$ cat config.mk
export PLATFORM = sky130hd
export DESIGN_NAME = lsi_div_pipe
export DESIGN_NICKNAME = d
export VERILOG_FILES = /design/src/sv/lsi_div_pipe.sv
export SDC_FILE = /design/constraint.sdc
export NUM_CORES = 1
export LEC_CHECK = 0
export BUFFER_PORTS_ARGS = -buffer_cell sky130_fd_sc_hd__buf_2
export CORE_MARGIN = 10
export CORE_UTILIZATION = 55
export DETAILED_ROUTE_END_ITERATION = 8
export GPL_ROUTABILITY_DRIVEN = 0
export HOLD_SLACK_MARGIN = 0.06
export PLACE_DENSITY = 0.77
export SLEW_MARGIN = 20
export SYNTH_ARGS = -nofsm -noshare
export SYNTH_HDL_FRONTEND = slang
export SYNTH_SLANG_ARGS = --single-unit
$ cat constraint.sdc
create_clock -name clk_i -period 4.8 [get_ports clk_i]
set_clock_uncertainty 0.2 [all_clocks]
set_input_delay 0.48 -clock clk_i [delete_from_list [all_inputs] [get_ports clk_i]]
set_output_delay 0.48 -clock clk_i [all_outputs]
set_load 0.02 [all_outputs]
$ cat src/sv/lsi_div_pipe.sv
// ---------------------------------------------------------------------------
// lsi_div_pipe
// Pipelined restoring divider, one quotient bit per stage, with a side
// payload that travels alongside.
// ---------------------------------------------------------------------------
module lsi_div_pipe #(
  parameter int unsigned NUM_BITS  = 16,
  parameter int unsigned DEN_BITS  = 16,
  parameter int unsigned SIDE_BITS = 1
) (
  input  logic                 clk_i,
  input  logic                 en_i,
  input  logic [NUM_BITS-1:0]  num_i,
  input  logic [DEN_BITS-1:0]  den_i,
  input  logic [SIDE_BITS-1:0] side_i,
  output logic [NUM_BITS-1:0]  quot_o,
  output logic [DEN_BITS-1:0]  rem_o,
  output logic [SIDE_BITS-1:0] side_o
);

  logic [NUM_BITS-1:0]  num_q  [NUM_BITS];
  logic [NUM_BITS-1:0]  quot_q [NUM_BITS];
  logic [DEN_BITS-1:0]  den_q  [NUM_BITS];
  logic [DEN_BITS-1:0]  rem_q  [NUM_BITS];
  logic [SIDE_BITS-1:0] side_q [NUM_BITS];

  logic [NUM_BITS-1:0]  num_p  [NUM_BITS];
  logic [NUM_BITS-1:0]  quot_p [NUM_BITS];
  logic [DEN_BITS-1:0]  den_p  [NUM_BITS];
  logic [DEN_BITS-1:0]  rem_p  [NUM_BITS];
  logic [SIDE_BITS-1:0] side_p [NUM_BITS];
  logic [NUM_BITS-1:0]  quot_d [NUM_BITS];
  logic [DEN_BITS-1:0]  rem_d  [NUM_BITS];
  logic [DEN_BITS:0]    trial  [NUM_BITS];

  // one trial subtraction per stage, msb of the dividend first
  always_comb begin
    for (int i = 0; i < NUM_BITS; i++) begin
      if (i == 0) begin
        num_p[i]  = num_i;
        den_p[i]  = den_i;
        rem_p[i]  = '0;
        quot_p[i] = '0;
        side_p[i] = side_i;
      end else begin
        num_p[i]  = num_q[i-1];
        den_p[i]  = den_q[i-1];
        rem_p[i]  = rem_q[i-1];
        quot_p[i] = quot_q[i-1];
        side_p[i] = side_q[i-1];
      end
      trial[i] = {rem_p[i], num_p[i][NUM_BITS-1-i]};
      if (trial[i] >= {1'b0, den_p[i]}) begin
        rem_d[i]  = DEN_BITS'(trial[i] - {1'b0, den_p[i]});
        quot_d[i] = {quot_p[i][NUM_BITS-2:0], 1'b1};
      end else begin
        rem_d[i]  = trial[i][DEN_BITS-1:0];
        quot_d[i] = {quot_p[i][NUM_BITS-2:0], 1'b0};
      end
    end
  end

  // stage registers
  always_ff @(posedge clk_i) begin
    if (en_i) begin
      for (int i = 0; i < NUM_BITS; i++) begin
        num_q[i]  <= num_p[i];
        den_q[i]  <= den_p[i];
        side_q[i] <= side_p[i];
        rem_q[i]  <= rem_d[i];
        quot_q[i] <= quot_d[i];
      end
    end
  end

  assign quot_o = quot_q[NUM_BITS-1];
  assign rem_o  = rem_q[NUM_BITS-1];
  assign side_o = side_q[NUM_BITS-1];

endmodule

==> metrics.cfg <==
[worst_setup_path]
slowest_delay_ns = 0.75
end_kind = flip-flop
crit_chain = inv_1 -> ha_1 -> a21oi_1 -> o21ai_0 -> or3_1 -> o221ai_1 -> o21ai_0 -> o21ai_0 -> and2_1 -> mux2_2
slowest_stage = and2_1
crit_family = simple AND/OR/NAND/NOR gates
cp-start-kind = flip-flop
rr_endpoint = rem_q[0][87]
worstPathRequired_ns = 4.96
path_class = flip-flop to flip-flop
r2r_cells = 10
r2r-start = den_q[0][70]
crit_path_max_fanout = 16
r2r_setup_slack_ns = 0.86
cpMostUsedCell = o21ai_0
cp.arrival_ns = 4.10
critPathBufInv = 1

[logic_synthesis]
syn_area_um2 = 37700
synth_nets = 3129
synth-edff-count = 768
ys_warn_count = 0
async_flop_share_pct = 0
synth.distinct_cells = 77
syn_inst = 2837
yosys_register_bits = 768
synth.top_cell.area_share_pct = 61.2
yosysSeqAreaShare_pct = 61.2
netlist.top_cell.by_area = edfxtp_1
ys.flop_type = edfxtp_1
synth_area_leaders = edfxtp_1 (61%), ha_1 (8.0%), mux2_2 (4.3%), inv_1 (3.0%), xnor2_1 (2.6%)
syn_avg_cell_area_um2 = 13.3

[route]
via_count = 22900
dr.pass1.iters = 7
wl_met3_um = 3810
drt-vias-per-instance = 5.80
wl_met2_um = 36700
wl_met1_um = 28800
drc = 0
drt_iter0_drc = 1866
antenna_left = 0
routed_wl_um = 72000
routedWlPerCell_um = 18.2
top_layer_used = met4

[sta]
slew_headroom_pct = 39.6
fin_crit_sh_pct = 82.0
setup_ws_ns = 0.864
finalHoldViolCount = 0
fmax_ghz = 0.254
rsz0062_at_grt = false
setup-tns-final_ns = 0
min_period_ns = 3.94
setup-violations-final = 0
slew_violations = 0
worstMarginPinSlew_ns = 0.906

[place]
portBuffers = 67
dp_hpwl_um = 50900
post-place-ws_ns = 0.941

[clocking]
cts_buffers = 82
cts_tree = built
numClockSinks = 768
cts.path.max_buffers = 3
root_buffer = clkbuf_16
path_clk_slew_ns = 0.05
clk_latency_ns = 0.63
ctsHtreeMaxLevel = 3

[die]
floorplan.initialDensity_pct = 55.8
core_um2 = 67500
fp.dieH_um = 282
die_x_um = 282
dieArea_um2 = 79400
ios = 68
rows = 95

[global_route]
grt_max_degree = 114
grt_pass1_vias = 23200
grt_pass1_wl_um = 116000
antenna_found_initial = 0
grt.total_usage_pct = 18.0
overflow = 0

[outcome]
status = complete, no violations

[min_path]
whs_endpoint = rem_q[0][0]
hp-start = num_i[15]
whs_path_depth = 3
hold_class = input port to flip-flop

[pwr]
cellPowerDensity_nw_per_um2 = 623
p_leak_nw = 16.5
ir_worst_vdd_mv = 0.358
p_total_mw = 26.3

[cells_and_area]
drive_gt1_share_pct = 12.8
area_growth_pct = 11.8
nNetsFinal = 3302
antenna_cells = 0

[flow_run]
maxCapViolations = 0

[how the worst max path moves through the flow]
stage,from,endpoint,slack (ns),cells past startpoint
2_1_floorplan,den_q[1][65],rem_q[1][88],1.47,11
3_5_place_dp,den_q[0][97],rem_q[0][122],0.94,10
5_1_grt,den_q[0][97],rem_q[0][119],0.67,10
4_1_cts,den_q[0][97],rem_q[0][115],0.92,10
6_report,den_q[0][70],rem_q[0][87],0.86,10
3_3_place_gp,den_q[0][97],rem_q[0][114],1.05,10
[logic make-up (layout without fill, tap and decap cells)]
group                    count (synthesis)  count (layout)  share of synthesized area (%)
flip-flops                             768             768                           61.2
AND/OR/NAND/NOR                        568             568                           7.34
AO/OA/AOI/OAI                          557             557                           9.73
multiplexers                           183             183                           5.53
buffers and inverters                  335             574                           3.44
adder cells (fa/ha/maj)                257             257                           8.83
XOR/XNOR                               169             169                           3.93
[tightest hold or removal path: stages]
cell	delay, ns
buf_2	0.10
nor2_1	0.10
a21oi_1	0.08
[Yosys cell counts, drive strengths merged, types with 6 or more instances]
master	count
nor4	15
fa	15
and4	6
a21o	37
a31oi	13
and2	8
o21a	47
o21bai	15
nand2	122
nor2	172
nor3	47
a31o	6
edfxtp	768
o41ai	10
a211oi	13
xnor2	111
or2	14
nand3	38
o31a	26
o31ai	18
a21boi	14
or3	16
a21oi	148
mux2i	25
nand2b	28
and3	16
xor2	58
buf	16
clkbuf	16
a211o	10
o22ai	9
mux2	158
o21ai	139
nand4	35
nor2b	37
ha	242
inv	303
o211ai	9
a2111oi	9
[through the flow]
| stage | hold slack (ns) | std cells | util [%] | area, um2 |
|---|---|---|---|---|
| CTS | 0.0784 | 3949 | 62.4 | 42100 |
| global placement | 0.200 | 3767 | 58.1 | 39200 |
| detailed placement | 0.205 | 3767 | 58.1 | 39200 |
| finish | 0.130 | 3949 | 62.4 | 42100 |
| floorplan | 0.200 | 2837 | - | 37700 |
| global route | 0.112 | 3949 | 62.4 | 42100 |
[cell usage in the layout, fill, tap and decap left out, types with 85 or more instances in the layout]
cell         n
a21oi_1    148
inv_1      303
xnor2_1    111
ha_1       242
edfxtp_1   768
nor2_1     171
o21ai_0    134
mux2_2     144
clkbuf_16   85
nand2_1    122
[flip-flops by register name, summed over array words and instances, names as in the netlist]
signal and flops:
side_q 16, rem_q 256, num_q 120, quot_q 136, den_q 240
[report_power, final]
group          total [mW]  internal, mW  switching, mW
clock                6.08          3.55           2.53
sequential           10.1          9.39          0.703
combinational        10.1          4.75           5.34
total                26.3          17.7           8.57
[layer usage]
layer / up-vias / GRT usage (%)
met5: - / 0
met4: 0 / 7.84
met1: 11100 / 21.3
li1: 10900 / -
met3: 182 / 3.02
met2: 711 / 31.9
[cell type report]
class / instances / area [um2]
sequential: 768 / 23100
inverter: 303 / 1140
timing repair buffer: 121 / 906
multi-input combinational: 1734 / 13300
tap: 873 / 1090
clock inverter: 51 / 403
clock buffer: 99 / 2180
fill: 4828 / 25400
[timing repair]
item	4_1_cts	5_1_grt
hold buffers	32	0
buffers inserted	0	0
gates resized for setup	0	0
hold endpoints to repair	32	0
No activity file was read; power rests on OpenSTA's default activity.
