===== src/sv/lsi_pkg.sv =====
// ---------------------------------------------------------------------------
// lsi_pkg
// Shared constants, register codes and lane result type for the lattice
// site index block.
// ---------------------------------------------------------------------------
package lsi_pkg;

  // default sizes handed to the top level
  localparam int unsigned DIMS_DEF       = 4;
  localparam int unsigned COORD_BITS_DEF = 16;
  localparam int unsigned INDEX_BITS_DEF = 32;

  // fixed register field sizes
  localparam int unsigned FIELD_BITS    = 16;
  localparam int unsigned DIV_BITS      = 4;
  localparam int unsigned CFG_BITS      = 64;
  localparam int unsigned CNT_BITS      = 9;
  localparam int unsigned EVEN_BITS     = 32;
  localparam int unsigned DIR_BITS      = 2;
  localparam int unsigned CFG_ADDR_BITS = 3;

  // register reset values
  localparam logic [CFG_BITS-1:0]   ORIGIN_RST = 64'd0;
  localparam logic [CFG_BITS-1:0]   EXTENT_RST = 64'd2251834173947912;
  localparam logic [15:0]           DIVS_RST   = 16'd4369;
  localparam logic [DIR_BITS-1:0]   MDIR_RST   = 2'd0;
  localparam logic [CNT_BITS-1:0]   COUNT_RST  = 9'd1;
  localparam logic [EVEN_BITS-1:0]  EVEN_RST   = 32'd2048;
  localparam logic                  SPLIT_RST  = 1'b1;

  // configuration register indexes
  typedef enum logic [CFG_ADDR_BITS-1:0] {
    REG_ORIGIN = 3'd0,
    REG_EXTENT = 3'd1,
    REG_DIVS   = 3'd2,
    REG_MDIR   = 3'd3,
    REG_COUNT  = 3'd4,
    REG_EVEN   = 3'd5,
    REG_SPLIT  = 3'd6
  } cfg_reg_e;

  // what one lane hands to the merging stage
  typedef struct packed {
    logic                  off_node;
    logic [FIELD_BITS-1:0] quot;
    logic [FIELD_BITS-1:0] rem;
    logic [FIELD_BITS-1:0] sub;
  } lane_res_t;

  // a zero division count acts as one
  function automatic logic [DIV_BITS-1:0] div_fix(input logic [DIV_BITS-1:0] v);
    return (v == '0) ? DIV_BITS'(1) : v;
  endfunction

endpackage


===== src/sv/lsi_merge.sv =====
// ---------------------------------------------------------------------------
// lsi_merge
// Combines the lane results mixed-radix from the highest dimension down,
// applies the even/odd split and forms the final slot.
// ---------------------------------------------------------------------------
module lsi_merge import lsi_pkg::*; #(
  parameter int unsigned DIMS       = DIMS_DEF,
  parameter int unsigned INDEX_BITS = INDEX_BITS_DEF
) (
  input  logic                     clk_i,
  input  logic                     en_i,
  input  lane_res_t                lanes_i [DIMS],
  input  logic [INDEX_BITS-1:0]    even_quot_i,
  input  logic                     odd_i,
  input  logic [DIMS*DIV_BITS-1:0] divs_i,
  input  logic [DIR_BITS-1:0]      merged_dir_i,
  input  logic                     split_i,
  input  logic [CNT_BITS-1:0]      count_i,
  output logic [INDEX_BITS-1:0]    slot_o,
  output logic                     off_node_o
);

  localparam int unsigned LW = INDEX_BITS + DIV_BITS;
  localparam int unsigned IW = INDEX_BITS + FIELD_BITS;
  localparam int unsigned CW = INDEX_BITS + CNT_BITS;

  lane_res_t             lane_q  [DIMS+1][DIMS];
  logic [INDEX_BITS-1:0] label_q [DIMS+1];
  logic [INDEX_BITS-1:0] idx_q   [DIMS+1];
  logic [INDEX_BITS-1:0] evq_q   [DIMS+1];
  logic                  odd_q   [DIMS+1];
  logic                  off_q   [DIMS+1];
  logic [INDEX_BITS-1:0] idxp_q, labp_q, slot_q;
  logic                  offp_q, offn_q;

  logic                  merged_ok, off_any;
  logic [FIELD_BITS-1:0] qm;
  logic [DIV_BITS-1:0]   dm, dv;
  logic [INDEX_BITS-1:0] label0, half, idxp;
  logic [LW-1:0]         mul_l;
  logic [IW-1:0]         mul_i;
  logic [CW-1:0]         mul_c;
  logic [INDEX_BITS-1:0] label_d [DIMS];
  logic [INDEX_BITS-1:0] idx_d   [DIMS];

  // interleaved label of the merged direction
  always_comb begin
    merged_ok = int'(merged_dir_i) < DIMS;
    qm        = '0;
    dm        = '0;
    off_any   = 1'b0;
    for (int d = 0; d < DIMS; d++) begin
      off_any = off_any | lanes_i[d].off_node;
      if (int'(merged_dir_i) == d) begin
        qm = lanes_i[d].quot;
        dm = div_fix(divs_i[d*DIV_BITS +: DIV_BITS]);
      end
    end
    label0 = merged_ok ? (INDEX_BITS'(qm >> 1) + (qm[0] ? INDEX_BITS'(dm >> 1) : '0)) : '0;
  end

  // one dimension per stage, highest first
  always_comb begin
    mul_l = '0;
    mul_i = '0;
    dv    = '0;
    for (int k = 0; k < DIMS; k++) begin
      dv    = div_fix(divs_i[(DIMS-1-k)*DIV_BITS +: DIV_BITS]);
      mul_l = LW'(label_q[k]) * LW'(dv);
      mul_i = IW'(idx_q[k]) * IW'(lane_q[k][DIMS-1-k].sub);
      if (merged_ok && (int'(merged_dir_i) == DIMS - 1 - k)) begin
        label_d[k] = label_q[k];
      end else begin
        label_d[k] = INDEX_BITS'(mul_l) + INDEX_BITS'(lane_q[k][DIMS-1-k].quot);
      end
      idx_d[k] = INDEX_BITS'(mul_i) + INDEX_BITS'(lane_q[k][DIMS-1-k].rem);
    end
  end

  // even sites first, then odd
  always_comb begin
    half = idx_q[DIMS] >> 1;
    if (!split_i) begin
      idxp = idx_q[DIMS];
    end else if (odd_q[DIMS]) begin
      idxp = half + evq_q[DIMS];
    end else begin
      idxp = half;
    end
    mul_c = CW'(count_i) * CW'(idxp_q);
  end

  // stage registers
  always_ff @(posedge clk_i) begin
    if (en_i) begin
      lane_q[0]  <= lanes_i;
      label_q[0] <= label0;
      idx_q[0]   <= '0;
      evq_q[0]   <= even_quot_i;
      odd_q[0]   <= odd_i;
      off_q[0]   <= off_any;
      for (int k = 0; k < DIMS; k++) begin
        lane_q[k+1]  <= lane_q[k];
        label_q[k+1] <= label_d[k];
        idx_q[k+1]   <= idx_d[k];
        evq_q[k+1]   <= evq_q[k];
        odd_q[k+1]   <= odd_q[k];
        off_q[k+1]   <= off_q[k];
      end
      idxp_q <= idxp;
      labp_q <= label_q[DIMS];
      offp_q <= off_q[DIMS];
      slot_q <= offp_q ? '0 : (labp_q + INDEX_BITS'(mul_c));
      offn_q <= offp_q;
    end
  end

  assign slot_o     = slot_q;
  assign off_node_o = offn_q;

endmodule


===== config.mk =====
export PLATFORM = sky130hd
export DESIGN_NAME = lsi_merge
export DESIGN_NICKNAME = d
export VERILOG_FILES = /design/src/sv/lsi_pkg.sv /design/src/sv/lsi_merge.sv
export SDC_FILE = /design/constraint.sdc
export NUM_CORES = 2
export LEC_CHECK = 0
export ABC_AREA = 1
export ABC_CLOCK_PERIOD_IN_PS = 11030
export BUFFER_PORTS_ARGS = -buffer_cell sky130_fd_sc_hd__buf_2
export CORE_UTILIZATION = 35
export CTS_CLUSTER_SIZE = 14
export DETAILED_ROUTE_END_ITERATION = 16
export SETUP_SLACK_MARGIN = 0.3
export SLEW_MARGIN = 10
export SYNTH_ARGS = -nofsm -noshare
export SYNTH_HDL_FRONTEND = slang
export SYNTH_SLANG_ARGS = --single-unit

===== constraint.sdc =====
create_clock -name clk_i -period 11.03 [get_ports clk_i]
set_input_delay 3.309 -clock clk_i [delete_from_list [all_inputs] [get_ports clk_i]]
set_output_delay 3.309 -clock clk_i [all_outputs]
set_load 0.1 [all_outputs]

==> results.md <==
* Max Used Layer: met5
* CTS Hold Bufs at 0
* Clk sinks at 970
* Wire length on met2 at 108.2 mm
* Initial DRC count at 4176
* Std cell rows at 187
* Grt ovf at 0
* Post-synth top flop: edfxtp_1
* Number of buffers created by CTS at 106
* Core area at 260200 um2
* Chip width at 514.2 um
* Post-DRT Antenna Nets at 0
* Post-synth ARST share at 0%
* Quantity of gates resized following cts at 0
* DRC Markers at 0
* Fin crit share at 73.05%
* Yosys warning count at 0
* Post-layout util at 38.48%
* Post-synth EDFFs at 970
* Top-Level Pins at 292
* Setup CP Type: in2reg
* Slew Viols, Final at 0
* Clk_skew at 47.23 ps
* Routability cong. at 0.9180
* Final hold vios at 0
* Buf/Inv on CP at 4
* Largest buffer count on any clock path at 3
* Finish-stage setup viols at 0
* CTS tree: yes
* Via density at 4.668
* Cells after Synth at 10050
* PortBufs at 275
* Pre-CTS setup slack at 2227 ps
* Commonest non-fill, non-tap cell in the layout: inv_1
* Wire per inst at 16.39 um
* Post-Route M1 WL at 98.60 mm
* Startpoint Class: input pin
* Die area at 264400 um2
* CP Capture Type: flop
* Slew HR at 27.51%
* RSZ-0062 raised after global routing: false
* Worst Path Arrival at 8630 ps
* Placed Cells at 13500
* CP peak stage delay at 600 ps
* HPWL after detailed placement at 178.3 mm
* Pre-antenna DRT Iters at 6
* Syn Area/Cell at 9.134 um2
* Setup_tns at 0 ps
* Global-route wire length before repair at 362.3 mm
* Syn nets at 12120
* Register bit total from synthesis at 970
* Largest net degree at the start of global routing at 174
* Seq/Total Area, Yosys at 31.73%
* GRT Util Overall at 17.46%
* Vias in the first global route at 66580
* Setup WS post-layout at 2973 ps
* Fmax at 124.1 MHz
* Worst Hold Class: reg2reg
* Critical-path top delay cell: fa_1
* Most frequent cells in the layout: 2555 x inv_1, 2496 x nand2_1, 1286 x fa_1
* Root Buffer Master: clkbuf_16
* Area growth from synthesis to layout at 9.043%
* Count of different cell masters after synthesis at 54
* Worst slew pin tran at 1087 ps
* FILL cells at 26270
* Wirelength, routed at 224.6 mm
* Non-filler cells, final at 13700
* Status: finished clean
* CP Max Fanout at 32
* Die height at 514.2 um
* Worst-path cell chain: buf_2, nand2_1, fa_1, inv_1, fa_1, inv_1, fa_1, fa_1, inv_1, fa_1, ha_1, a21oi_1, a21boi_0, nand2_1, nand3_1, nand2_1, nand3_1, nand3_1, nand2_1, nand2_1, nor2_1
* Initial antenna violation count at 12
* Min cycle time layout at 8057 ps
* Post-CTS Setup Bufs at 0
* Vias at 63960
* Max cap viols at 0
* Crit path required time at 11600 ps
* Worst-Skew Late Latency at 780 ps
* Mapped Area at 91810 um2
* Clock-pin slew on the worst setup and hold paths at 60 ps
* # nets final at 12190
* Met3 Wirelength at 10.67 mm
* Delay-heaviest family, CP: adder cells
* Initial core utilization at 35.29%
* H-tree levels at 3
* Layout cells sized above 1 at 5.165%
[stage by stage]
stage / hold WS, ps / area [um2]
final: 390.6 / 100100
after global routing: 398.2 / 100100
after CTS: 400.8 / 100100
after detailed placement: 404.5 / 96560
after global placement: 400.2 / 96560
after floorplan: 400.3 / 91810
[area by class of cell]
cell class / count / area, um2 / area share [%]
sequential: 970 / 29130 / 29.09
tap: 3496 / 4374 / 4.369
multi-input combinational: 6159 / 51670 / 51.61
clock inverter: 74 / 835.8 / 0.8348
antenna: 3 / 7.507 / 0.007499
timing repair buffer: 319 / 1779 / 1.777
clock buffer: 122 / 2713 / 2.709
inverter: 2560 / 9609 / 9.598
[registers in the layout (all words and copies together), names as in the netlist]
name and count:
evq_q 160, idx_q 96, idxp_q 32, label_q 126, labp_q 32, lane_q 480, odd_q 5, off_node_o 1
off_q 5, offp_q 1, slot_o 32
[kinds of logic after synthesis]
kind of cell,share of synthesized area [%]
DFF,31.73
buffers and inverters,12.00
AOI/OAI and AO/OA,4.883
adders and majority gates,35.21
and+or+nand+nor,14.69
xor gates and xnor gates,1.488
[worst register-to-register path, stage by stage (launching register included)]
cell and delay (ps):
edfxtp_1 1060, nand2_1 200, fa_1 550, fa_1 570
fa_1 430, fa_1 510, fa_1 430, fa_1 570
inv_1 60, ha_1 350, nand2_1 110, inv_1 110
nand2_1 80, nor3_1 390, nand4_1 240, nand3_1 210
nand2_1 70, nand2_1 90, nand2_1 70, nand3_1 70
nand2_1 60
[Yosys cell counts, types with 2 or more instances]
cell,instances,share of area (%)
nor4_1,14,0.095
nand4_1,68,0.46
nor2_1,428,1.7
clkbuf_1,316,1.3
inv_1,2555,10
nand2_2,3,0.020
nor3_1,53,0.29
and2_1,3,0.020
o211ai_1,17,0.14
a31oi_1,16,0.11
inv_2,4,0.016
a31o_2,2,0.019
a21oi_1,334,1.8
nand3_1,259,1.4
edfxtp_1,970,32
and3_1,3,0.020
o21bai_1,30,0.25
o22ai_1,21,0.14
o21ai_0,289,1.6
a21boi_0,11,0.090
a211oi_1,5,0.041
a21o_1,33,0.27
a21boi_2,2,0.025
nand2b_1,2,0.014
o21a_1,27,0.22
xnor2_1,56,0.53
or2_2,25,0.17
o31ai_1,4,0.033
o21ai_2,6,0.057
ha_1,526,7.2
buf_4,3,0.025
buf_2,15,0.082
nor3b_1,2,0.016
buf_1,26,0.11
nand2_1,2496,10
fa_1,1286,28
nand3b_1,21,0.17
buf_6,2,0.025
a221oi_1,2,0.019
xor2_1,100,0.95
o21ai_1,4,0.022
[metal layers]
metal  vias up  track usage [%]
met5         -                0
met4         8            5.760
met3       300            1.795
met2      1545            30.01
met1     31610            22.92
li1      30500                -
[worst paths after layout]
path | from | cells after the start | slack (ps) | end
hold / removal | evq_q[0][126] | 0 | 390 | evq_q[0][158]
setup / recovery | count_i[0] | 21 | 2970 | slot_o[26]
hold reg to reg | evq_q[0][126] | 0 | 390 | evq_q[0][158]
setup reg to reg | lane_q[0][745] | 20 | 4550 | idx_q[0][156]
Power is left out: the tool's default activity adds up to more than one toggle a clock period on the data nets, which glitch-free logic cannot reach.
