### config.mk
export PLATFORM = sky130hd
export DESIGN_NAME = lsi_lane
export DESIGN_NICKNAME = d
export VERILOG_FILES = /design/src/sv/lsi_pkg.sv /design/src/sv/lsi_div_pipe.sv /design/src/sv/lsi_lane.sv
export SDC_FILE = /design/constraint.sdc
export NUM_CORES = 2
export LEC_CHECK = 0
export BUFFER_PORTS_ARGS = -buffer_cell sky130_fd_sc_hd__buf_2
export CAP_MARGIN = 20
export CORE_MARGIN = 2
export CORE_UTILIZATION = 55
export CTS_BUF_LIST = sky130_fd_sc_hd__clkbuf_8
export DETAILED_ROUTE_END_ITERATION = 6
export MAX_ROUTING_LAYER = met4
export PLACE_DENSITY = 0.78
export SYNTH_ARGS = -nofsm -noshare
export SYNTH_HDL_FRONTEND = slang
export SYNTH_SLANG_ARGS = --single-unit
### constraint.sdc
create_clock -name clk_i -period 4.3 [get_ports clk_i]
set_input_delay 0.215 -clock clk_i [delete_from_list [all_inputs] [get_ports clk_i]]
set_output_delay 0.215 -clock clk_i [all_outputs]
set_load 0.03 [all_outputs]
### src/sv/lsi_pkg.sv
// ---------------------------------------------------------------------------
// lsi_pkg
// Shared constants, register codes and lane result type for the lattice
// site index block.
// ---------------------------------------------------------------------------
package lsi_pkg;

  // default sizes handed to the top level
  localparam int unsigned DIMS_DEF       = 4;
  localparam int unsigned COORD_BITS_DEF = 16;
  localparam int unsigned INDEX_BITS_DEF = 32;

  // fixed register field sizes
  localparam int unsigned FIELD_BITS    = 16;
  localparam int unsigned DIV_BITS      = 4;
  localparam int unsigned CFG_BITS      = 64;
  localparam int unsigned CNT_BITS      = 9;
  localparam int unsigned EVEN_BITS     = 32;
  localparam int unsigned DIR_BITS      = 2;
  localparam int unsigned CFG_ADDR_BITS = 3;

  // register reset values
  localparam logic [CFG_BITS-1:0]   ORIGIN_RST = 64'd0;
  localparam logic [CFG_BITS-1:0]   EXTENT_RST = 64'd2251834173947912;
  localparam logic [15:0]           DIVS_RST   = 16'd4369;
  localparam logic [DIR_BITS-1:0]   MDIR_RST   = 2'd0;
  localparam logic [CNT_BITS-1:0]   COUNT_RST  = 9'd1;
  localparam logic [EVEN_BITS-1:0]  EVEN_RST   = 32'd2048;
  localparam logic                  SPLIT_RST  = 1'b1;

  // configuration register indexes
  typedef enum logic [CFG_ADDR_BITS-1:0] {
    REG_ORIGIN = 3'd0,
    REG_EXTENT = 3'd1,
    REG_DIVS   = 3'd2,
    REG_MDIR   = 3'd3,
    REG_COUNT  = 3'd4,
    REG_EVEN   = 3'd5,
    REG_SPLIT  = 3'd6
  } cfg_reg_e;

  // what one lane hands to the merging stage
  typedef struct packed {
    logic                  off_node;
    logic [FIELD_BITS-1:0] quot;
    logic [FIELD_BITS-1:0] rem;
    logic [FIELD_BITS-1:0] sub;
  } lane_res_t;

  // a zero division count acts as one
  function automatic logic [DIV_BITS-1:0] div_fix(input logic [DIV_BITS-1:0] v);
    return (v == '0) ? DIV_BITS'(1) : v;
  endfunction

endpackage

### src/sv/lsi_div_pipe.sv
// ---------------------------------------------------------------------------
// lsi_div_pipe
// Pipelined restoring divider, one quotient bit per stage, with a side
// payload that travels alongside.
// ---------------------------------------------------------------------------
module lsi_div_pipe #(
  parameter int unsigned NUM_BITS  = 16,
  parameter int unsigned DEN_BITS  = 16,
  parameter int unsigned SIDE_BITS = 1
) (
  input  logic                 clk_i,
  input  logic                 en_i,
  input  logic [NUM_BITS-1:0]  num_i,
  input  logic [DEN_BITS-1:0]  den_i,
  input  logic [SIDE_BITS-1:0] side_i,
  output logic [NUM_BITS-1:0]  quot_o,
  output logic [DEN_BITS-1:0]  rem_o,
  output logic [SIDE_BITS-1:0] side_o
);

  logic [NUM_BITS-1:0]  num_q  [NUM_BITS];
  logic [NUM_BITS-1:0]  quot_q [NUM_BITS];
  logic [DEN_BITS-1:0]  den_q  [NUM_BITS];
  logic [DEN_BITS-1:0]  rem_q  [NUM_BITS];
  logic [SIDE_BITS-1:0] side_q [NUM_BITS];

  logic [NUM_BITS-1:0]  num_p  [NUM_BITS];
  logic [NUM_BITS-1:0]  quot_p [NUM_BITS];
  logic [DEN_BITS-1:0]  den_p  [NUM_BITS];
  logic [DEN_BITS-1:0]  rem_p  [NUM_BITS];
  logic [SIDE_BITS-1:0] side_p [NUM_BITS];
  logic [NUM_BITS-1:0]  quot_d [NUM_BITS];
  logic [DEN_BITS-1:0]  rem_d  [NUM_BITS];
  logic [DEN_BITS:0]    trial  [NUM_BITS];

  // one trial subtraction per stage, msb of the dividend first
  always_comb begin
    for (int i = 0; i < NUM_BITS; i++) begin
      if (i == 0) begin
        num_p[i]  = num_i;
        den_p[i]  = den_i;
        rem_p[i]  = '0;
        quot_p[i] = '0;
        side_p[i] = side_i;
      end else begin
        num_p[i]  = num_q[i-1];
        den_p[i]  = den_q[i-1];
        rem_p[i]  = rem_q[i-1];
        quot_p[i] = quot_q[i-1];
        side_p[i] = side_q[i-1];
      end
      trial[i] = {rem_p[i], num_p[i][NUM_BITS-1-i]};
      if (trial[i] >= {1'b0, den_p[i]}) begin
        rem_d[i]  = DEN_BITS'(trial[i] - {1'b0, den_p[i]});
        quot_d[i] = {quot_p[i][NUM_BITS-2:0], 1'b1};
      end else begin
        rem_d[i]  = trial[i][DEN_BITS-1:0];
        quot_d[i] = {quot_p[i][NUM_BITS-2:0], 1'b0};
      end
    end
  end

  // stage registers
  always_ff @(posedge clk_i) begin
    if (en_i) begin
      for (int i = 0; i < NUM_BITS; i++) begin
        num_q[i]  <= num_p[i];
        den_q[i]  <= den_p[i];
        side_q[i] <= side_p[i];
        rem_q[i]  <= rem_d[i];
        quot_q[i] <= quot_d[i];
      end
    end
  end

  assign quot_o = quot_q[NUM_BITS-1];
  assign rem_o  = rem_q[NUM_BITS-1];
  assign side_o = side_q[NUM_BITS-1];

endmodule

### src/sv/lsi_lane.sv
// ---------------------------------------------------------------------------
// lsi_lane
// One dimension: box check, subnode size and the split of the offset into
// subnode label and in-subnode offset.
// ---------------------------------------------------------------------------
module lsi_lane import lsi_pkg::*; #(
  parameter int unsigned COORD_BITS = COORD_BITS_DEF
) (
  input  logic                  clk_i,
  input  logic                  en_i,
  input  logic [COORD_BITS-1:0] coord_i,
  input  logic [FIELD_BITS-1:0] origin_i,
  input  logic [FIELD_BITS-1:0] extent_i,
  input  logic [DIV_BITS-1:0]   divs_i,
  output lane_res_t             res_o
);

  logic [FIELD_BITS:0]   diff;
  logic [FIELD_BITS-1:0] off_q;
  logic                  out_q;
  logic [FIELD_BITS-1:0] sub_raw;
  logic [FIELD_BITS:0]   side1;
  logic [FIELD_BITS-1:0] sub_fix;
  logic [FIELD_BITS-1:0] quot;
  logic [FIELD_BITS-1:0] rem;
  logic [FIELD_BITS:0]   side2;

  // offset into the box and the range check
  assign diff = {1'b0, FIELD_BITS'(coord_i)} - {1'b0, origin_i};

  always_ff @(posedge clk_i) begin
    if (en_i) begin
      off_q <= diff[FIELD_BITS-1:0];
      out_q <= diff[FIELD_BITS] || (diff[FIELD_BITS-1:0] >= extent_i);
    end
  end

  // subnode size = extent / divisions
  lsi_div_pipe #(
    .NUM_BITS (FIELD_BITS),
    .DEN_BITS (DIV_BITS),
    .SIDE_BITS(FIELD_BITS + 1)
  ) u_sub_div (
    .clk_i (clk_i),
    .en_i  (en_i),
    .num_i (extent_i),
    .den_i (div_fix(divs_i)),
    .side_i({out_q, off_q}),
    .quot_o(sub_raw),
    .rem_o (),
    .side_o(side1)
  );

  assign sub_fix = (sub_raw == '0) ? FIELD_BITS'(1) : sub_raw;

  // label and in-subnode offset
  lsi_div_pipe #(
    .NUM_BITS (FIELD_BITS),
    .DEN_BITS (FIELD_BITS),
    .SIDE_BITS(FIELD_BITS + 1)
  ) u_off_div (
    .clk_i (clk_i),
    .en_i  (en_i),
    .num_i (side1[FIELD_BITS-1:0]),
    .den_i (sub_fix),
    .side_i({side1[FIELD_BITS], sub_fix}),
    .quot_o(quot),
    .rem_o (rem),
    .side_o(side2)
  );

  assign res_o.off_node = side2[FIELD_BITS];
  assign res_o.sub      = side2[FIELD_BITS-1:0];
  assign res_o.quot     = quot;
  assign res_o.rem      = rem;

endmodule

==> summary.md <==
| Metric | Value |
|---|---|
| PwrDens | `605 nW/um^2` |
| Total Neg Setup Slack | `0 ps` |
| Clock latency on the worst-skew pair | `890 ps` |
| Die area | `117000 um^2` |
| Clk root buf | `clkbuf_8` |
| H-tree levels | `4` |
| Hold crit path type | `input pin to flip-flop` |
| CP required | `4900 ps` |
| Synth warnings | `0` |
| Clock skew | `38.5 ps` |
| Ys flop type | `edfxtp_1` |
| Final HPWL DP | `70000 um` |
| Max-cap viol count | `0` |
| First-pass GRT wire length | `170000 um` |
| Slew headroom | `47.4%` |
| Reg2Reg Launch Point | `u_off_div.den_q[0][33]$_DFFE_PP_` |
| Final hold viol count | `0` |
| Critical path's slowest cell | `a211o_1` |
| Slew at the pin closest to its max-slew limit | `778 ps` |
| Share of layout cells above drive strength 1 | `12.2%` |
| Mean Syn Cell Area | `14.8 um^2` |
| Setup crit start kind | `flip-flop` |
| Routed via count | `34400` |
| Clock Pin Slew Worst Setup and Hold Paths | `60 ps` |
| I/O pin count | `103` |
| Die H | `342 um` |
| Min Tclk post-route | `3580 ps` |
| IO buf count | `102` |
| Vias in the first global route | `34500` |
| Row cnt | `123` |
| Commonest non-fill, non-tap cell in the layout | `edfxtp_1` |
| Syn Inst Count | `4245` |
| FF+latch count, synth | `1449` |
| Outcome | `finished, final reports clean` |
| VDD IR max | `0.301 mV` |
| Vias per inst | `5.43` |
| Initial antenna violation count | `1` |
| Drc violations | `0` |
| Number of flops mapped to enable cells by yosys | `1449` |
| LEAKAGE | `0.0274 uW` |
| CTS Buffer Depth | `3` |
| Slew Viols, Final | `0` |
| Largest net degree at the start of global routing | `125` |
| Final period utilization | `83.2%` |
| Initial cell density of the core | `55.6%` |
| Unrepaired setup endpoints after global routing | `no` |
| Register area share after synthesis | `69.4%` |
| Finished Core Util | `62.3%` |
| Hold WS | `97.5 ps` |
| Maximum clock frequency | `280 MHz` |
| Initial DRC count | `2639` |
| Wirelength per Cell | `16.6 um` |
| Crit-path cells | `inv_1 > ha_1 > nor2b_1 > o211ai_1 > a311oi_1 > o21ai_0 > o31ai_1 > a211o_1 > mux2_2` |
| Switching Share | `30.8%` |
| Setup crit end kind | `flip-flop` |
| Num CTS Buffers | `224` |
| WL final | `105000 um` |
| Switching power | `13100 uW` |
| Post-DRT Antenna Nets | `0` |
| Core ar. | `113000 um^2` |
| 1st-pass router iterations | `6` |
| Commonest cells after routing, fill and taps aside | `edfxtp_1, inv_1, ha_1, clkbuf_8, nor2_1` |
| Distinct cells, synth | `79` |
| Ys async rst share | `0%` |
| CTS tree | `yes` |
| Layout Nets | `5054` |
| Crit-path max FO | `17` |
| WS Path Type | `flip-flop to flip-flop` |
| Seq pwr share | `46.0%` |
| Total grt overflow | `0` |
| GRT Util Overall | `18.4%` |
| GP Congestion | `0.912` |
| Filler cells | `8087` |
| Clk pwr share | `24.5%` |
| Comb pwr share | `29.5%` |
| Die X | `342 um` |
| Mapped Nets | `4665` |
| Clock Sinks | `1449` |
| Synth Cell Area | `62700 um^2` |
| Largest stage delay on the critical path | `620 ps` |
| Area delta synth->final | `12.0%` |
| Tot Pwr | `42500 uW` |
| Hold path start | `extent_i[12]` |
| Internal Dissipation | `29400 uW` |
| Crit path DAT | `4180 ps` |
| Critical Path Start | `u_off_div.den_q[0][33]$_DFFE_PP_` |
| Post-CTS Setup Inserts | `0` |
| Final setup fails | `0` |
==> power by group through the flow <==
stage	logic, uW	registers, uW	clock network (uW)
after floorplan	9310	19500	0
after global placement	11800	19700	0
after detailed placement	12200	19800	0
after CTS	12400	19500	10800
after global routing	13900	19700	11400
final	12500	19500	10400
==> cells in the mapped netlist, drive strengths merged (32+ instances only) <==
cell / instances / area, um^2
nor3: 63 / 315
nor2b: 75 / 477
xnor2: 93 / 815
o21ai: 207 / 1040
nand3: 43 / 215
mux2: 134 / 1540
nor2: 212 / 796
edfxtp: 1449 / 43500
inv: 463 / 1740
xor2: 83 / 727
nand4: 48 / 300
a31oi: 32 / 206
ha: 336 / 4200
a21oi: 172 / 861
a21o: 74 / 556
o21a: 67 / 503
nand2: 204 / 766
o31a: 34 / 298
clkbuf: 40 / 150
==> registers in the layout, summed over array words and instances (netlist names) <==
register	cells
u_off_div.num_q	120
u_sub_div.rem_q	60
u_sub_div.num_q	120
u_off_div.rem_q	256
u_off_div.quot_q	136
off_q	16
u_sub_div.side_q	272
u_sub_div.den_q	60
u_off_div.den_q	254
u_sub_div.quot_q	136
out_q	1
u_off_div.side_q	18
==> worst max-delay path, delay by kind of cell (launching register included) <==
| family | cells | cell delay, ps |
|---|---|---|
| compound gates | 5 | 1950 |
| fa+ha+maj | 1 | 290 |
| buf+inv | 1 | 70 |
| flops | 1 | 410 |
| mux | 1 | 410 |
| simple gates | 1 | 180 |
==> routing by layer <==
metal / up-vias / GRT usage (%) / share of wire (%)
met5: - / - / 0
met4: 0 / 6.54 / 2.3
met3: 186 / 3.41 / 4.6
met2: 785 / 30.3 / 49
met1: 16700 / 23.0 / 44
li1: 16800 / - / -
==> path summary, 6_finish.rpt <==
| check | to | slack, ps | depth (start not counted) |
|---|---|---|---|
| worst min-delay path | u_sub_div.num_q[0][12]$_DFFE_PP_ | 100 | 2 |
| worst min register to register | u_sub_div.side_q[0][130]$_DFFE_PP_ | 390 | 0 |
| worst max-delay path | u_off_div.rem_q[0][50]$_DFFE_PP_ | 720 | 9 |
| worst max register to register | u_off_div.rem_q[0][50]$_DFFE_PP_ | 720 | 9 |
==> stage by stage <==
stage               cell area (um^2)  cells  setup WS [ps]
finish                         70200   6332            723
CTS                            70200   6329            683
global placement               65400   5839            818
global route                   70200   6332            448
floorplan                      62700   4245           1180
detailed placement             65400   5839            713
==> kinds of logic after synthesis <==
| logic type | Yosys count | synth area share (%) |
|---|---|---|
| compound gates | 807 | 8.50 |
| buf+inv | 515 | 3.12 |
| simple gates | 768 | 5.97 |
| xor+xnor | 176 | 2.46 |
| mux | 164 | 2.93 |
| flops | 1449 | 69.4 |
| fa+ha+maj | 366 | 7.66 |
==> cell type report <==
| cell class | instances | area (um^2) | share of cell area (%) |
|---|---|---|---|
| multi-input combinational | 2281 | 17300 | 24.6 |
| timing repair buffer | 215 | 1730 | 2.46 |
| clock inverter | 195 | 988 | 1.41 |
| inverter | 463 | 1740 | 2.47 |
| sequential | 1449 | 43500 | 62.0 |
| clock buffer | 227 | 3120 | 4.45 |
| antenna | 2 | 5.00 | 0.00713 |
| tap | 1500 | 1880 | 2.67 |
==> what timing repair did <==
| item | CTS | global route |
|---|---|---|
| hold buffers | 68 | 0 |
| resized for setup | 0 | 0 |
| endpoints found under the hold margin | 147 | 0 |
| setup endpoints to repair | 0 | 0 |
Note: power is estimated with default switching activity, not from simulation.
